<file path="src/design/p2c_pkg.sv">
// ----------------------------------------------------------------------------
// p2c_pkg: shared constants and types for the point-to-circle pose unit
// Widths, CORDIC angle table, register indexes and pipeline control struct.
// ----------------------------------------------------------------------------
package p2c_pkg;

   localparam int COORD_BITS_DEF  = 32;
   localparam int ANGLE_STEPS_DEF = 16;
   localparam int MAX_STEPS       = 32;

   localparam int COORD_W    = 32;
   localparam int RADIUS_W   = 31;
   localparam int QUAT_W     = 16;
   localparam int DIFF_W     = 33;
   localparam int NORM_W     = 42;
   localparam int MAG_W      = 41;
   localparam int VEC_W      = 45;
   localparam int ANG_W      = 32;
   localparam int ROT_W      = 34;
   localparam int CSR_ADDR_W = 2;
   localparam int CSR_DATA_W = 32;

   localparam logic [CSR_ADDR_W-1:0] CSR_CENTER_X = 2'd0;
   localparam logic [CSR_ADDR_W-1:0] CSR_CENTER_Y = 2'd1;
   localparam logic [CSR_ADDR_W-1:0] CSR_RADIUS   = 2'd2;

   localparam logic [RADIUS_W-1:0] RADIUS_RESET = 31'd65536;
   localparam logic signed [ROT_W-1:0] GAIN_INV = 34'sd652032874;
   localparam logic signed [ANG_W-1:0] QUARTER  = 32'sh4000_0000;
   localparam logic signed [ANG_W-1:0] NQUARTER = 32'shC000_0000;
   localparam logic [ANG_W-1:0] HALF_TURN = 32'h8000_0000;

   localparam logic [ANG_W-1:0] ATAN_TURNS [0:MAX_STEPS-1] = '{
      32'h20000000, 32'h12E4051E, 32'h09FB385B, 32'h051111D4, 32'h028B0D43, 32'h0145D7E1,
      32'h00A2F61E, 32'h00517C55, 32'h0028BE53, 32'h00145F2F, 32'h000A2F98, 32'h000517CC,
      32'h00028BE6, 32'h000145F3, 32'h0000A2F9, 32'h0000517C, 32'h000028BE, 32'h0000145F,
      32'h00000A2F, 32'h00000517, 32'h0000028B, 32'h00000145, 32'h000000A2, 32'h00000051,
      32'h00000028, 32'h00000014, 32'h0000000A, 32'h00000005, 32'h00000002, 32'h00000001,
      32'h00000000, 32'h00000000
   };

   typedef struct packed {
      logic valid;
      logic at_center;
   } ctl_type;

   function automatic int clamp_steps(input int n);
      return (n > MAX_STEPS) ? MAX_STEPS : ((n < 1) ? 1 : n);
   endfunction

endpackage

</file>
<file path="src/design/p2c_norm.sv">
// ----------------------------------------------------------------------------
// p2c_norm: offset from centre and normalisation
// Three stages: difference and centre test, then a two-stage left shift that
// brings the larger magnitude into [2^40, 2^41).
// ----------------------------------------------------------------------------
module p2c_norm (
   input  logic                                 clock,
   input  logic                                 reset,
   input  logic                                 adv,
   input  logic                                 valid_in,
   input  logic signed [p2c_pkg::COORD_W-1:0]   point_x,
   input  logic signed [p2c_pkg::COORD_W-1:0]   point_y,
   input  logic signed [p2c_pkg::COORD_W-1:0]   center_x,
   input  logic signed [p2c_pkg::COORD_W-1:0]   center_y,
   output p2c_pkg::ctl_type                     ctl_out,
   output logic signed [p2c_pkg::NORM_W-1:0]    dx_out,
   output logic signed [p2c_pkg::NORM_W-1:0]    dy_out
);
   import p2c_pkg::*;

   ctl_type                   ctl1_ff, ctl2_ff, ctl3_ff;
   ctl_type                   ctl1_in;
   logic signed [DIFF_W-1:0]  dx1_ff, dy1_ff, dx1_in, dy1_in;
   logic signed [NORM_W-1:0]  dx2_ff, dy2_ff, dx2_in, dy2_in;
   logic signed [NORM_W-1:0]  dx3_ff, dy3_ff, dx3_in, dy3_in;
   logic [MAG_W-1:0]          m2_ff, m2_in;

   always_comb begin
      dx1_in = DIFF_W'(point_x) - DIFF_W'(center_x);
      dy1_in = DIFF_W'(point_y) - DIFF_W'(center_y);
      ctl1_in.valid     = valid_in;
      ctl1_in.at_center = (dx1_in == '0) && (dy1_in == '0);
   end

   always_comb begin
      logic signed [NORM_W-1:0] ax, ay;
      logic [MAG_W-1:0]         m;
      logic signed [NORM_W-1:0] x, y;
      x  = NORM_W'(dx1_ff);
      y  = NORM_W'(dy1_ff);
      ax = x[NORM_W-1] ? -x : x;
      ay = y[NORM_W-1] ? -y : y;
      m  = (ay > ax) ? MAG_W'(ay) : MAG_W'(ax);
      for (int j = 0; j < 3; j++) begin
         if (m < (MAG_W'(1) << (MAG_W - (32 >> j)))) begin
            m = m << (32 >> j);
            x = x <<< (32 >> j);
            y = y <<< (32 >> j);
         end
      end
      m2_in  = m;
      dx2_in = x;
      dy2_in = y;
   end

   always_comb begin
      logic [MAG_W-1:0]         m;
      logic signed [NORM_W-1:0] x, y;
      m = m2_ff;
      x = dx2_ff;
      y = dy2_ff;
      for (int j = 0; j < 3; j++) begin
         if (m < (MAG_W'(1) << (MAG_W - (4 >> j)))) begin
            m = m << (4 >> j);
            x = x <<< (4 >> j);
            y = y <<< (4 >> j);
         end
      end
      dx3_in = x;
      dy3_in = y;
   end

   always_ff @(posedge clock) begin
      if (reset) begin
         ctl1_ff <= '0;
         ctl2_ff <= '0;
         ctl3_ff <= '0;
      end else if (adv) begin
         ctl1_ff <= ctl1_in;
         ctl2_ff <= ctl1_ff;
         ctl3_ff <= ctl2_ff;
      end
   end

   always_ff @(posedge clock) begin
      if (adv) begin
         dx1_ff <= dx1_in;
         dy1_ff <= dy1_in;
         dx2_ff <= dx2_in;
         dy2_ff <= dy2_in;
         m2_ff  <= m2_in;
         dx3_ff <= dx3_in;
         dy3_ff <= dy3_in;
      end
   end

   assign ctl_out = ctl3_ff;
   assign dx_out  = dx3_ff;
   assign dy_out  = dy3_ff;

endmodule

</file>
<file path="config.mk">
export PLATFORM = sky130hd
export DESIGN_NAME = p2c_norm
export DESIGN_NICKNAME = d
export VERILOG_FILES = /design/src/design/p2c_pkg.sv /design/src/design/p2c_norm.sv
export SDC_FILE = /design/constraint.sdc
export NUM_CORES = 1
export LEC_CHECK = 0
export ABC_AREA = 1
export ABC_CLOCK_PERIOD_IN_PS = 12600
export CORE_MARGIN = 2
export CORE_UTILIZATION = 45
export DETAILED_ROUTE_END_ITERATION = 10
export DONT_BUFFER_PORTS = 1
export SLEW_MARGIN = 0
export SYNTH_ARGS = -nofsm -noshare
export SYNTH_HDL_FRONTEND = slang
export SYNTH_SLANG_ARGS = --single-unit
</file>
<file path="constraint.sdc">
create_clock -name clock -period 12.6 [get_ports clock]
set_input_delay 1.89 -clock clock [delete_from_list [all_inputs] [get_ports clock]]
set_output_delay 1.89 -clock clock [all_outputs]
set_load 0.03 [all_outputs]
</file>
==> Word level (Yosys, flattened, before mapping) <==
Index checks and enable logic that the tools add are counted.
{ "totals": {"register_bits": 281, "elab_cells": 52, "input_bits": 132, "output_inout_bits": 86} }
{ "classes": {"magnitude_cmp": 7, "n_addsub": 4, "n_mux": 20, "n_reduce_logical": 3} }
{ "op_table": {"columns": ["op", "count"], "rows": [
  ["$mux W42", 14],
  ["$mux W41", 6],
  ["$neg A33 Y42", 2],
  ["$logic_not A33 Y1", 2],
  ["$sub A32 B32 Y33", 2],
  ["$gt A42 B42 Y1", 1],
  ["$lt A41 B10 Y1 const B", 1],
  ["$lt A41 B26 Y1 const B", 1],
  ["$lt A41 B34 Y1 const B", 1],
  ["$lt A41 B38 Y1 const B", 1],
  ["$lt A41 B40 Y1 const B", 1],
  ["$lt A41 B41 Y1 const B", 1],
  ["$logic_and A1 B1 Y1", 1]
]} }

==> Longest topological paths before layout <==
{ "logic_depth": {"word_depth": 10, "ltp_mapped": 43, "ltp_nobuf": 41} }

==> Least setup slack after synthesis <==
Ideal clock, no wire load.
{ "synth_path": {"path_type": "register to register", "start": "register dx1_ff[0]", "end": "register dx2_ff[22] (data pin)", "arrival_time_ps": 4496, "required_ps": 12347, "period_less_slack_ps": 4748, "setup_ps": 253, "slack_ps": 7852, "n_path_buf": 2, "path_stages_with_launch": 36, "cell_sequence": "edfxtp_1 > inv_2 > ha_1 > nand3_1 > nor2_2 > nand2_1 > nor2_1 > nand2_1 > nor2_1 > nor2_1 > xor2_1 > inv_1 > ha_1 > nand2_1 > nor2_1 > nand3_1 > nor4_1 > nand4_1 > clkbuf_1 > nand3_1 > nand2_1 > nor2_1 > nand2_1 > nor2_1 > nand2_1 > nor2_8 > nand2_2 > a21oi_4 > nand3_4 > o21ai_2 > nand2_1 > nor2_2 > nand2_4 > buf_6 > nand2_1 > nand2_1"} }
{ "synth_via": {"elab_chain_len": 10, "elab_cells_between_ends": 12, "cone_classes": "1 x add/sub; 4 x order compare; 7 x mux"} }
{ "synth_lines": {"columns": ["element", "line_no", "source"], "rows": [
  ["start, declared", "p2c_norm.sv:23", "logic signed [DIFF_W-1:0] dx1_ff, dy1_ff, dx1_in, dy1_in;"],
  ["start signal, assigned", "p2c_norm.sv:87", "dx1_ff <= dx1_in;"],
  ["$neg A33 Y42", "p2c_norm.sv:41", "ax = x[NORM_W-1] ? -x : x;"],
  ["$mux W42 (*)", "p2c_norm.sv:41", null],
  ["$gt A42 B42 Y1", "p2c_norm.sv:43", "m = (ay > ax) ? MAG_W'(ay) : MAG_W'(ax);"],
  ["$mux W41 (*)", "p2c_norm.sv:43", null],
  ["$lt A41 B10 Y1", "p2c_norm.sv:45", "if (m < (MAG_W'(1) << (MAG_W - (32 >> j)))) begin"],
  ["$mux W41", "p2c_norm.sv:45", null],
  ["$lt A41 B26 Y1", "p2c_norm.sv:45", null],
  ["$mux W41", "p2c_norm.sv:45", null],
  ["$lt A41 B34 Y1", "p2c_norm.sv:45", null],
  ["$mux W42 (*)", "p2c_norm.sv:45", null],
  ["via dx2_in[22]", "p2c_norm.sv:24", "logic signed [NORM_W-1:0] dx2_ff, dy2_ff, dx2_in, dy2_in;"],
  ["end signal, assigned", "p2c_norm.sv:89", "dx2_ff <= dx2_in;"],
  ["end, declared", "p2c_norm.sv:24", null]
]} }
Mark *: on every way through the listed nets, which the timed path passes. The rest lies on a longest branch.
A chain may end at the register's enable or synchronous reset.

==> Worst setup path after layout <==
{ "layout_path": {"start": "register dx1_ff[0]", "end": "register dy2_ff[26] (data pin)"} }
{ "layout_via": {"elab_chain_len": 10, "elab_cells_between_ends": 12, "cone_classes": "1 x add/sub; 4 x order compare; 7 x mux"} }
{ "layout_lines": {"columns": ["element", "line_no", "source"], "rows": [
  ["$neg A33 Y42", "p2c_norm.sv:41", null],
  ["$mux W42 (*)", "p2c_norm.sv:41", null],
  ["$gt A42 B42 Y1", "p2c_norm.sv:43", null],
  ["$mux W41 (*)", "p2c_norm.sv:43", null],
  ["$lt A41 B10 Y1", "p2c_norm.sv:45", null],
  ["$mux W41", "p2c_norm.sv:45", null],
  ["$lt A41 B26 Y1", "p2c_norm.sv:45", null],
  ["$mux W41", "p2c_norm.sv:45", null],
  ["$lt A41 B34 Y1", "p2c_norm.sv:45", null],
  ["$mux W42 (*)", "p2c_norm.sv:45", null],
  ["via dy2_in[26]", "p2c_norm.sv:24", null],
  ["end signal, assigned", "p2c_norm.sv:90", "dy2_ff <= dy2_in;"],
  ["end, declared", "p2c_norm.sv:24", null]
]} }
Marked as above.

==> results by group <==
Route
  – WL met3: 3140 um
  – Met1 wire length: 27500 um
  – Metal2 WL: 23800 um
  – # DRC: 0
  – Post-Route WL: 55500 um
  – Avg Vias per Cell: 5.35
  – Final ANT Viol Nets: 0
  – DR iter-0 viols: 1462
  – Drt first pass iters: 5
  – Uppermost layer routed: met4
  – Routed length per placed instance: 17.4 um
  – Vias: 17100

Die
  – Die Footprint: 45700 sq um
  – Die height: 214 um
  – Initial Utilization: 0.458
  – # IOs: 218
  – Site Rows: 76
  – Core Region: 43300 sq um
  – Die X: 214 um

Logic synthesis
  – Synth Area in Compound Gates: 0.127
  – Largest family of logic cells by synthesized area: simple AND/OR/NAND/NOR gates
  – Post-Synth Adder-Cell Area: 0.0703
  – Post-synthesis simple-gate area fraction: 0.258
  – Ys async rst share: 0
  – Post-Syn Area per Cell: 7.57 sq um
  – Commonest cells in the netlist: 668 x nand2_1, 323 x inv_1, 250 x o21ai_0, 241 x edfxtp_1, 189 x nor2_1
  – Seq cells post-synth: 247
  – Share of the synthesized area in the top cell type: 0.366
  – Ys Warns: 0
  – Area leader, netlist: edfxtp_1
  – Post-Syn Area: 19800 sq um
  – Cell with the most instances after synthesis: nand2_1
  – Post-synth EDFFs: 241
  – Synth Area in XOR/XNOR: 0.0500
  – Mux cell area share after synthesis: 0.0344
  – Synth area leaders: edfxtp_1 37%, nand2_1 13%, ha_1 6.8%, o21ai_0 6.3%, inv_1 6.1%
  – Sequential cell area fraction in the yosys report: 0.372
  – Synth unique cells: 51
  – Top_reg_cell synth: edfxtp_1
  – Syn Inst Count: 2615

Placed design
  – Gp weighted congestion: 0.956
  – Placed cell area: 20300 sq um
  – PortBufs: 0
  – Placed cell count: 3141
  – DP HPWL: 43100 um

Hold path
  – Min-delay src: ctl1_ff[0]
  – Hold crit path type: reg2reg
  – Cells on Worst Hold Path: 2
  – Worst hold path endpoint: ctl1_ff[0]

Final layout
  – Layout area overhead: 7.27%
  – Filler cell count: 4375
  – Finished Layout Cells: 3191
  – Fin nets: 2828
  – # diodes: 0
  – Design area: 21200 sq um
  – Layout cell share with drive strength beyond 1: 0.0560

STA
  – Setup TNS: 0 ps
  – # setup viols final: 0
  – Worst slew pin tran: 1010 ps
  – Min Clock Period, post-route: 8310 ps
  – Slew HR: 0.318
  – Hold Vio Cnt, Final: 0
  – Max Clock Skew: 31.1 ps
  – Max Transition Viols Final: 0
  – Final period utilization: 0.659
  – Fmax: 0.120 GHz
  – RSZ-0062 raised after global routing: no

Global routing
  – Tot GR Track Use: 0.243
  – Vias in the first global route: 15900
  – Antenna violations before repair: 0
  – First-pass GRT wire length: 87600 um
  – Largest net degree at the start of global routing: 249
  – Total gr overflow: 0

CTS
  – CTS clock-pin slew for the worst setup and hold paths: 70 ps
  – CTS root buf: clkbuf_16
  – CTS H-tree depth: 1
  – CTS resizes: 0
  – Clk sinks: 247
  – CTS tree: built
  – Clock Latency Late Sink: 570 ps
  – # hold bufs at CTS: 0
  – Num CTS Buffers: 28
  – Post-CTS setup buffer count: 0
  – CTS Buffer Depth: 3

Flow run
  – Max-cap violation count: 0

Critical path
  – Slowest-stage cell, CP: nor2_4
  – Worst Reg-to-Reg Cells: 33
  – Kind of cell adding the most delay to the critical path: simple AND/OR/NAND/NOR gates
  – CP bufs+invs: 4
  – Crit path launch type: register
  – Crit path top cell by count: nand2_1
  – Crit. End Element: register
  – Slowest stage delay, CP: 700 ps
  – R2R Path End: dy2_ff[26]
  – Crit path max fanout: 92
  – Critical R2R Launch: dx1_ff[0]
  – Reg2reg setup slack: 4290 ps
  – CP required: 13010 ps
  – Critical path class: reg2reg
  – WP data arrival: 8710 ps

Power and ir drop
  – Seq pwr share: 0.399
  – Power per cell area: 185 nW/um^2
  – Combinational power share: 0.379
  – Peak supply drop: 0.109 mV
  – Net Sw Frac: 0.423
  – Leakage power: 9.84 nW
  – Internal: 2.27 mW
  – Clock power frac: 0.222
  – Sw power: 1.66 mW
  – Power Total: 3.93 mW

Run status
  – Outcome: completed
## flip-flops by register name (all words and copies together), names as in the netlist
name	cells
m2_ff	7
dx_out	42
dy2_ff	42
ctl2_ff	2
dy_out	42
ctl1_ff	2
dx2_ff	42
dy1_ff	33
ctl_out	2
dx1_ff	33
## layout make-up
type                       count  area, sq um  area share
multi-input combinational   1965        10800       0.510
sequential                   247         7360       0.346
clock buffer                  30          729      0.0343
inverter                     332         1250      0.0587
tap                          585          732      0.0345
clock inverter                20          248      0.0117
timing repair buffer          12         90.1     0.00424
## tightest hold or removal path: cells and delay by family, from the launching register on
kind | cells | cell delay (ps)
DFF | 1 | 300
and+or+nand+nor | 1 | 60
AOI/OAI and AO/OA | 1 | 50
## cell families after synthesis
| kind of cell | count (synthesis) |
|---|---|
| flops | 247 |
| simple gates | 1189 |
| compound gates | 451 |
| xor+xnor | 113 |
| fa+ha+maj | 110 |
| other cells | 2 |
| mux | 68 |
| buf+inv | 435 |
## placed cells by master (no fill, tap or decap), drive strengths merged, types with 2 or more instances in the layout
cell type / n
a21oi: 97
o21ai: 269
o31ai: 36
ha: 108
bufinv: 6
clkinv: 15
buf: 12
and2: 2
nand3b: 8
nand2: 672
nand4: 33
a21o: 8
xnor2: 20
inv: 330
mux2i: 68
clkbuf: 30
edfxtp: 241
o21a: 8
xor2: 93
conb: 34
a21boi: 5
a31oi: 10
o211ai: 5
fa: 2
nor3: 17
o21bai: 9
nor2: 198
dfxtp: 6
nand3: 183
a211oi: 2
or2: 59
nor4: 17
## power by group through the flow
stage / clock [mW] / sequential [mW] / combinational, mW
floorplan: 0 / 1.51 / 1.15
global placement: 0 / 1.58 / 1.47
detailed placement: 0 / 1.59 / 1.48
CTS: 0.890 / 1.57 / 1.48
global route: 0.921 / 1.59 / 1.70
finish: 0.870 / 1.57 / 1.49
## metrics by stage
stage | worst slack, ps | utilization | hold WS [ps]
finish | 4290 | 0.491 | 456
global route | 3440 | 0.491 | 470
CTS | 4360 | 0.491 | 459
global placement | 4470 | 0.468 | 439
detailed placement | 4440 | 0.468 | 450
floorplan | 7850 | - | 430
## worst max-delay path by stage
| stage | start | endpoint | slack, ps | cells past startpoint |
|---|---|---|---|---|
| after global placement | dx1_ff[0] | dx2_ff[27] | 4470 | 33 |
| after detailed placement | dx1_ff[0] | dy2_ff[26] | 4440 | 33 |
| after global routing | dx1_ff[0] | dx2_ff[24] | 3440 | 33 |
| final | dx1_ff[0] | dy2_ff[26] | 4290 | 33 |
| after floorplan | dx1_ff[0] | dx2_ff[22] | 7850 | 35 |
| after CTS | dx1_ff[0] | dy2_ff[26] | 4360 | 33 |
## routing by layer
layer,up-vias,GRT usage
met5,-,0
li1,8621,-
met1,7878,0.367
met3,68,0.0315
met2,497,0.371
met4,0,0.0496
(Power assumes the default switching activity.)
